`config.mk`:
```
export PLATFORM = sky130hd
export DESIGN_NAME = tcce_ctrl
export DESIGN_NICKNAME = d
export VERILOG_FILES = /design/src/rtl/core/tcce_pkg.sv /design/src/rtl/core/tcce_ctrl.sv
export VERILOG_INCLUDE_DIRS = /design/src /design/src/rtl/core
export SDC_FILE = /design/constraint.sdc
export NUM_CORES = 1
export LEC_CHECK = 0
export BUFFER_PORTS_ARGS = -buffer_cell sky130_fd_sc_hd__buf_2
export CORE_ASPECT_RATIO = 1.1
export CORE_MARGIN = 2
export CORE_UTILIZATION = 41
export DETAILED_ROUTE_END_ITERATION = 10
export GPL_ROUTABILITY_DRIVEN = 0
export HOLD_SLACK_MARGIN = 0.1
export PLACE_DENSITY = 0.68
export SETUP_SLACK_MARGIN = 0.1
export SYNTH_ARGS = -nofsm -noshare
export SYNTH_HDL_FRONTEND = slang
export SYNTH_SLANG_ARGS = --single-unit
```
`constraint.sdc`:
```
create_clock -name clk -period 1.9 [get_ports clk]
set_clock_uncertainty 0.1 [all_clocks]
set_input_delay 0.095 -clock clk [delete_from_list [all_inputs] [get_ports clk]]
set_output_delay 0.095 -clock clk [all_outputs]
set_load 0.03 [all_outputs]
```
`src/rtl/core/text_console_cursor_engine_macros.svh`:
```
// Assertion macros shared by the console engine modules.
// Each macro expects clk and rst_n to be visible where it is used.
`ifndef TEXT_CONSOLE_CURSOR_ENGINE_MACROS_SVH
`define TEXT_CONSOLE_CURSOR_ENGINE_MACROS_SVH

// A property that must hold at every clock edge outside reset.
`define TCCE_ASSERT(lbl, prop, msg) \
    lbl: assert property (@(posedge clk) disable iff (!rst_n) (prop)) else $error(msg);

// A condition that must be followed in the next cycle by a consequence.
`define TCCE_ASSERT_NEXT(lbl, ante, cons, msg) \
    lbl: assert property (@(posedge clk) disable iff (!rst_n) (ante) |=> (cons)) \
        else $error(msg);

`endif

```
`src/rtl/core/tcce_pkg.sv`:
```
// Types and constants for the text console cursor engine.
// Used by the controller, the datapath and the top level; depends on nothing.
package tcce_pkg;

    // Configuration port
    localparam int APB_ADDR_W = 3;
    localparam int APB_DATA_W = 32;
    localparam logic [0:0] REG_BACKGROUND = 1'b0;

    // Character handling
    localparam int         TAB_STOP       = 4;
    localparam logic [7:0] BLANK          = 8'h20;
    localparam logic [7:0] CHAR_BACKSPACE = 8'h08;
    localparam logic [7:0] CHAR_TAB       = 8'h09;
    localparam logic [7:0] CHAR_NEWLINE   = 8'h0A;
    localparam logic [7:0] CHAR_RETURN    = 8'h0D;
    localparam logic [15:0] RESET_COLOUR  = 16'h07E0;

    // Input modes
    localparam logic [1:0] MODE_WRITE  = 2'd0;
    localparam logic [1:0] MODE_CURSOR = 2'd1;
    localparam logic [1:0] MODE_CLEAR  = 2'd2;

    // Result commands
    localparam logic [1:0] CMD_DRAW   = 2'd0;
    localparam logic [1:0] CMD_SCROLL = 2'd1;
    localparam logic [1:0] CMD_FILL   = 2'd2;

    typedef struct packed {
        logic [1:0]  mode;
        logic [7:0]  char_code;
        logic [15:0] text_colour;
        logic        cursor_visible;
    } item_t;

    typedef struct packed {
        logic [1:0]  command;
        logic [5:0]  cell_column;
        logic [3:0]  cell_row;
        logic [7:0]  glyph_code;
        logic [15:0] glyph_colour;
        logic        inverted;
        logic        last_command;
    } result_t;

    // Where a result's fields come from
    typedef enum logic [2:0] {
        SRC_PLAIN  = 3'd0,
        SRC_VIS    = 3'd1,
        SRC_PUT    = 3'd2,
        SRC_BS     = 3'd3,
        SRC_SCROLL = 3'd4,
        SRC_CLEAR  = 3'd5
    } src_t;

    typedef enum logic [2:0] {
        CUR_HOLD    = 3'd0,
        CUR_ADVANCE = 3'd1,
        CUR_NEWLINE = 3'd2,
        CUR_RETURN  = 3'd3,
        CUR_BACK    = 3'd4
    } cur_op_t;

    typedef struct packed {
        logic    load;
        logic    rd_cell;
        logic    wr_cell;
        logic    emit;
        src_t    src;
        cur_op_t cur_op;
        logic    scroll;
        logic    clear;
        logic    sweep;
        logic    tab_dec;
        logic    finish;
    } dp_cmd_t;

    typedef struct packed {
        logic [1:0] mode;
        logic       is_newline;
        logic       is_return;
        logic       is_backspace;
        logic       shown;
        logic       vis_match;
        logic       last_col;
        logic       last_row;
        logic       rem_one;
        logic       rem_zero;
        logic       sweep_last;
        logic       out_free;
        logic       held_valid;
    } dp_status_t;

endpackage

```
`src/rtl/core/tcce_ctrl.sv`:
```
// Sequencer of the console engine: steps one input item through its results.
// Depends on tcce_pkg and the assertion macros header.
`include "text_console_cursor_engine_macros.svh"

module tcce_ctrl (
    input  logic                 clk,
    input  logic                 rst_n,
    input  logic                 item_valid,
    output logic                 item_stall,
    input  tcce_pkg::dp_status_t status,
    output tcce_pkg::dp_cmd_t    cmd
);
    import tcce_pkg::*;

    typedef enum logic [12:0] {
        S_INIT     = 13'b0000000000001,
        S_IDLE     = 13'b0000000000010,
        S_DISPATCH = 13'b0000000000100,
        S_CUR_DRAW = 13'b0000000001000,
        S_CHAR     = 13'b0000000010000,
        S_PUT      = 13'b0000000100000,
        S_SCROLL   = 13'b0000001000000,
        S_SWEEP    = 13'b0000010000000,
        S_BS_READ  = 13'b0000100000000,
        S_BS_DRAW  = 13'b0001000000000,
        S_VIS_DRAW = 13'b0010000000000,
        S_CLEAR    = 13'b0100000000000,
        S_FINISH   = 13'b1000000000000
    } state_t;

    state_t state_reg, state_next;

    assign item_stall = state_reg != S_IDLE;

    always_comb
    begin
        state_next = state_reg;
        cmd        = '0;
        cmd.src    = SRC_PLAIN;
        cmd.cur_op = CUR_HOLD;
        case (state_reg)
            // Memory clearing pass after reset.
            S_INIT:
            begin
                cmd.sweep = 1'b1;
                if (status.sweep_last)
                begin
                    state_next = S_IDLE;
                end
            end
            S_IDLE:
            begin
                if (item_valid)
                begin
                    cmd.load   = 1'b1;
                    state_next = S_DISPATCH;
                end
            end
            S_DISPATCH:
            begin
                case (status.mode)
                    MODE_WRITE:
                    begin
                        if (status.shown)
                        begin
                            cmd.rd_cell = 1'b1;
                            state_next  = S_CUR_DRAW;
                        end
                        else
                        begin
                            state_next = S_CHAR;
                        end
                    end
                    MODE_CURSOR:
                    begin
                        if (status.vis_match)
                        begin
                            state_next = S_FINISH;
                        end
                        else
                        begin
                            cmd.rd_cell = 1'b1;
                            state_next  = S_VIS_DRAW;
                        end
                    end
                    MODE_CLEAR:
                    begin
                        state_next = S_CLEAR;
                    end
                    default:
                    begin
                        state_next = S_FINISH;
                    end
                endcase
            end
            S_CUR_DRAW:
            begin
                if (status.out_free)
                begin
                    cmd.emit   = 1'b1;
                    cmd.src    = SRC_PLAIN;
                    state_next = S_CHAR;
                end
            end
            S_CHAR:
            begin
                if (status.is_newline)
                begin
                    cmd.cur_op = CUR_NEWLINE;
                    state_next = status.last_row ? S_SCROLL : S_FINISH;
                end
                else if (status.is_return)
                begin
                    cmd.cur_op = CUR_RETURN;
                    state_next = S_FINISH;
                end
                else if (status.is_backspace)
                begin
                    cmd.cur_op = CUR_BACK;
                    state_next = S_BS_READ;
                end
                else if (status.rem_zero)
                begin
                    state_next = S_FINISH;
                end
                else
                begin
                    state_next = S_PUT;
                end
            end
            S_PUT:
            begin
                if (status.out_free)
                begin
                    cmd.wr_cell = 1'b1;
                    cmd.emit    = 1'b1;
                    cmd.src     = SRC_PUT;
                    cmd.tab_dec = 1'b1;
                    cmd.cur_op  = status.last_col ? CUR_NEWLINE : CUR_ADVANCE;
                    if (status.last_col && status.last_row)
                    begin
                        state_next = S_SCROLL;
                    end
                    else if (status.rem_one)
                    begin
                        state_next = S_FINISH;
                    end
                    else
                    begin
                        state_next = S_PUT;
                    end
                end
            end
            S_SCROLL:
            begin
                if (status.out_free)
                begin
                    cmd.emit   = 1'b1;
                    cmd.src    = SRC_SCROLL;
                    cmd.scroll = 1'b1;
                    state_next = S_SWEEP;
                end
            end
            S_SWEEP:
            begin
                cmd.sweep = 1'b1;
                if (status.sweep_last)
                begin
                    state_next = status.rem_zero ? S_FINISH : S_PUT;
                end
            end
            S_BS_READ:
            begin
                cmd.rd_cell = 1'b1;
                state_next  = S_BS_DRAW;
            end
            S_BS_DRAW:
            begin
                if (status.out_free)
                begin
                    cmd.wr_cell = 1'b1;
                    cmd.emit    = 1'b1;
                    cmd.src     = SRC_BS;
                    state_next  = S_FINISH;
                end
            end
            S_VIS_DRAW:
            begin
                if (status.out_free)
                begin
                    cmd.wr_cell = 1'b1;
                    cmd.emit    = 1'b1;
                    cmd.src     = SRC_VIS;
                    state_next  = S_FINISH;
                end
            end
            S_CLEAR:
            begin
                if (status.out_free)
                begin
                    cmd.emit   = 1'b1;
                    cmd.src    = SRC_CLEAR;
                    cmd.clear  = 1'b1;
                    state_next = S_SWEEP;
                end
            end
            S_FINISH:
            begin
                if (!status.held_valid || status.out_free)
                begin
                    cmd.finish = 1'b1;
                    state_next = S_IDLE;
                end
            end
            default:
            begin
                state_next = S_IDLE;
            end
        endcase
    end

    always_ff @(posedge clk or negedge rst_n)
    begin
        if (!rst_n)
        begin
            state_reg <= S_INIT;
        end
        else
        begin
            state_reg <= state_next;
        end
    end

    `TCCE_ASSERT(a_emit_free, !cmd.emit || status.out_free, "result staged while output register busy")
    `TCCE_ASSERT(a_finish_free, !(cmd.finish && status.held_valid && !status.out_free), "final beat flushed into a busy output")
    `TCCE_ASSERT_NEXT(a_accept_busy, item_valid && !item_stall, item_stall, "second item accepted before the first finished")

endmodule

```
Word level (Yosys, flattened, before mapping):

Cells that the tools add are included.

* output and inout bits: 16
* logic and storage cells: 78
* input bits: 17
* register bits after elaboration: 13

* equal/unequal tests: 24
* reduce and logical (&&, ||, !) cells: 8
* mux-type cells: 45

Operators by type and width (count)
* 13-bit 2-to-1 mux: 16
* 13-bit one-hot mux with 11 select lines: 1
* 13-bit one-hot mux with 3 select lines: 1
* 4-bit one-hot mux with 6 select lines: 1
* 5-bit 2-to-1 mux: 3
* 13-bit by 1-bit == test with 1-bit output, second input constant: 1
* 13-bit by 10-bit == test with 1-bit output, second input constant: 1
* 13-bit by 11-bit == test with 1-bit output, second input constant: 1
* 13-bit by 12-bit == test with 1-bit output, second input constant: 1
* 13-bit == test, second input constant: 1
* 13-bit by 2-bit == test with 1-bit output, second input constant: 1
* 13-bit by 3-bit == test with 1-bit output, second input constant: 1
* 13-bit by 4-bit == test with 1-bit output, second input constant: 1
* 13-bit by 5-bit == test with 1-bit output, second input constant: 1
* 13-bit by 6-bit == test with 1-bit output, second input constant: 1
* 13-bit by 7-bit == test with 1-bit output, second input constant: 1
* 13-bit by 8-bit == test with 1-bit output, second input constant: 1
* 13-bit by 9-bit == test with 1-bit output, second input constant: 1
* 13-bit by 2-bit != test with 1-bit output, second input constant: 1
* 4-bit 2-to-1 mux: 3
* 2-bit != test, second input constant: 6
* 1-bit 2-to-1 mux: 11
* 3-bit 2-to-1 mux: 3
* 8-bit 2-to-1 mux: 1
* other kinds (13): 17

Depth between registers and ports, before layout:

* word-level depth: 5
* depth in mapped cells: 7
* mapped depth without buffers: 6

Worst setup path after synthesis:

OpenSTA, ideal clock, no wires.

* kind: reg-to-output
* start: register state_reg[4]
* end: output port cmd[11] in the netlist's numbering
* arrival time: 2052 ps
* setup slack: -347 ps
* cell stages (with the launch flop): 7
* buffers on the path: 1
* data required time: 1705 ps
* path through: dfrtp_1 buf_6 nor4_4 nand2_1 nor2_1 or2_1 a21o_2

RTL lines
* from (decl): RTL line tcce_ctrl.sv:31 `state_t state_reg, state_next;`
* from (signal assigned): RTL line tcce_ctrl.sv:230 `state_reg <= state_next;`
* to (decl): RTL line tcce_ctrl.sv:11 `output tcce_pkg::dp_cmd_t cmd`

==> run_results.csv <==
group,metric,value,unit
critical_path,cp_max_fo,5,
yosys,synth_warnings,0,
drt,drt_pass1_iterations,4,
placement,hpwl,2750,microns
yosys,netlist_top_cells_area,"dfrtp_1 27%, nor2_1 7.4%, mux2_4 4.0%",
clocking,clock_latency,0.30,ns
sta,period_share,1.15,
grt,grt_antenna_before_repair,0,
sta,max_freq,457,MHz
floorplan,start_util,0.439,
yosys,ys.flop_type,"dfrtp_1",
critical_path,slowest_stage,"dfrtp_2",
sta,rsz0062_at_grt,"yes",
sta,hold_viol,0,
critical_path,worstPathArrival,1.99,ns
floorplan,num_rows,19,
drt,ant_nets,0,
drt,vias,1412,
critical_path,r2r_end,"state_reg[6]$_DFFE_PN0P_",
floorplan,dieArea,3160,sq um
sta,worst_pin_slew,0.380,ns
grt,grt_usage,0.281,
grt,grt_max_degree,14,
job,maxCapViolCount,0,
yosys,synth_area,1120,sq um
critical_path,cpLargestDelayFamily,"simple AND/OR/NAND/NOR gates",
yosys,syn_area_per_cell,8.46,sq um
sta,setup_violations,27,
clocking,cts_sinks,13,
critical_path,cp_cell_sequence,"nor4_4 -> buf_4 -> nand4b_1 -> or2_1 -> nor2_2 -> o21ai_1 -> nand2_2 -> buf_6",
grt,grt_pass1_vias,1419,
floorplan,core,2540,sq um
final_layout,diodes,0,
clocking,htreeDepth,1,
yosys,async_reset_ff_frac,1.00,
yosys,syn_nets,149,
sta,whs,0.0955,ns
critical_path,worst-setup-path-type,"reg -> out",
min_path,min_from,"status[10]",
critical_path,cp.required,1.70,ns
critical_path,crit_path_end_kind,"output pin",
outcome,status,"finished with violations",
min_path,hold_depth,4,
floorplan,die_width,53.8,microns
critical_path,worst_path_largest_cell_delay,0.44,ns
clocking,clk_path_buf_depth,2,
clocking,cts_buffers,3,
grt,grt_overflow,0,
clocking,clk_pin_slew,0.09,ns
critical_path,reg2reg_slack,-0.28,ns
pwr,ir_drop,0.829,mV
final_layout,drive_above_1_share,0.598,
critical_path,r2r.worst_path.cells,9,
placement,io_buffers,32,
sta,setup_slack,-0.288,ns
yosys,ys_top_cells_by_count,"22 x nor2_1, 12 x dfrtp_1, 10 x nand2_1, 6 x nand3_1",
critical_path,r2r_start,"state_reg[5]$_DFFE_PN0P_",
yosys,ys_types,43,
clocking,clockRootBuffer,"clkbuf_4",
min_path,hold_path_end,"state_reg[8]$_DFFE_PN0P_",
yosys,post-synth-top-count-cell,"nor2_1",
final_layout,largest_reg_flops,13,
pwr,p_leak,0.964,nW
grt,grt_pass1_wl,6470,microns
floorplan,io_pins,33,
yosys,synthCells,132,
critical_path,start_kind,"flip-flop",
drt,vias_per_cell,5.76,
outcome,violations,"setup timing",
critical_path,cp_num_buf_inv,2,
drt,routed_wl,4360,microns
drt,wire_per_inst,17.8,microns
sta,maxSlewViolCount,0,
sta,slew_headroom,0.744,
yosys,synth-edff-count,0,
final_layout,flow.area_growth_from_synthesis,78.8,%
sta,period_needed,2.19,ns
yosys,ys_seq_area_frac,0.292,
yosys,synth_top_area_cell,"dfrtp_1",
floorplan,die_h,58.8,microns
drt,post-route-drc-count,0,
yosys,netlist.area_leader.share,0.269,
pwr,p_per_area,929,nW/um^2
yosys,ys_ff_latch,13,
clocking,cts_tree,"done",
min_path,hold_class,"in -> reg",
final_layout,final_util,0.786,
drt,first_iter_violations,48,
pwr,power.total,1.86,mW
final_layout,layout.nets,232,
-- layer usage --
layer,up-vias,GRT usage,part of all wire
li1,653,-,-
met1,679,0.322,0.37
met2,66,0.498,0.54
met3,14,0.0355,0.057
met4,0,0.143,0.033
met5,-,0,0
-- cells in the final DEF, fill, tap and decap left out, types with 4 or more instances in the layout --
cell / n
nor2_1: 14
buf_6: 20
nand2_2: 4
nand2_1: 6
dlygate4sd3_1: 5
inv_1: 4
buf_4: 41
dfrtp_1: 9
buf_2: 16
nor2_2: 4
nor2_4: 4
nand3_1: 4
-- repair_timing --
| item | CTS | global route |
|---|---|---|
| endpoints found under the hold margin | 18 | 0 |
| pin swaps | 13 | 11 |
| gates resized for setup | 48 | 18 |
| hold buffers | 5 | 0 |
| setup endpoints to repair | 26 | 28 |
| buffers inserted | 11 | 7 |
-- cells by family (layout without fill, tap and decap cells) --
family                 Yosys count  after routing  synth area share
buffers and inverters            9             91            0.0459
AND/OR/NAND/NOR                 72             72             0.371
flip-flops                      13             13             0.292
XOR/XNOR                         4              4            0.0314
AO/OA/AOI/OAI                   31             31             0.219
multiplexers                     3              3            0.0403
-- worst min-delay path: cells and delay by family --
family	cells	cell delay (ns)
buffers and inverters	1	0.11
and+or+nand+nor	3	0.24
-- how the worst max path moves through the flow --
stage | from | to | cells past startpoint
floorplan | state_reg[6]$_DFFE_PN0P_ | cmd[11] | 5
global placement | state_reg[5]$_DFFE_PN0P_ | state_reg[1]$_DFFE_PN0P_ | 6
detailed placement | state_reg[5]$_DFFE_PN0P_ | state_reg[1]$_DFFE_PN0P_ | 6
CTS | state_reg[5]$_DFFE_PN0P_ | cmd[13] | 8
global route | state_reg[3]$_DFFE_PN0P_ | cmd[5] | 6
finish | state_reg[5]$_DFFE_PN0P_ | cmd[13] | 8
-- through the flow --
stage	cell area (sq um)	setup slack, ns	setup TNS (ns)	instances
after detailed placement	1550	-0.153	-0.815	218
after floorplan	1180	-0.0435	-0.0641	132
after global placement	1550	-0.151	-0.604	218
final	2000	-0.288	-4.90	245
after global routing	2000	-0.411	-7.37	245
after CTS	1870	-0.227	-3.33	238
-- where the power goes --
group	internal [mW]	switching, mW	total [mW]
Sequential	0.310	0.0444	0.354
Clock	0.0818	0.104	0.186
Combinational	0.648	0.667	1.32
-- area by class of cell --
cell class / instances / area [sq um]
sequential: 13 / 330
tap: 31 / 38.8
multi-input combinational: 110 / 921
fill: 147 / 546
timing repair buffer: 82 / 663
inverter: 5 / 18.8
clock buffer: 4 / 26.3
No activity file was read; power rests on OpenSTA's default activity.
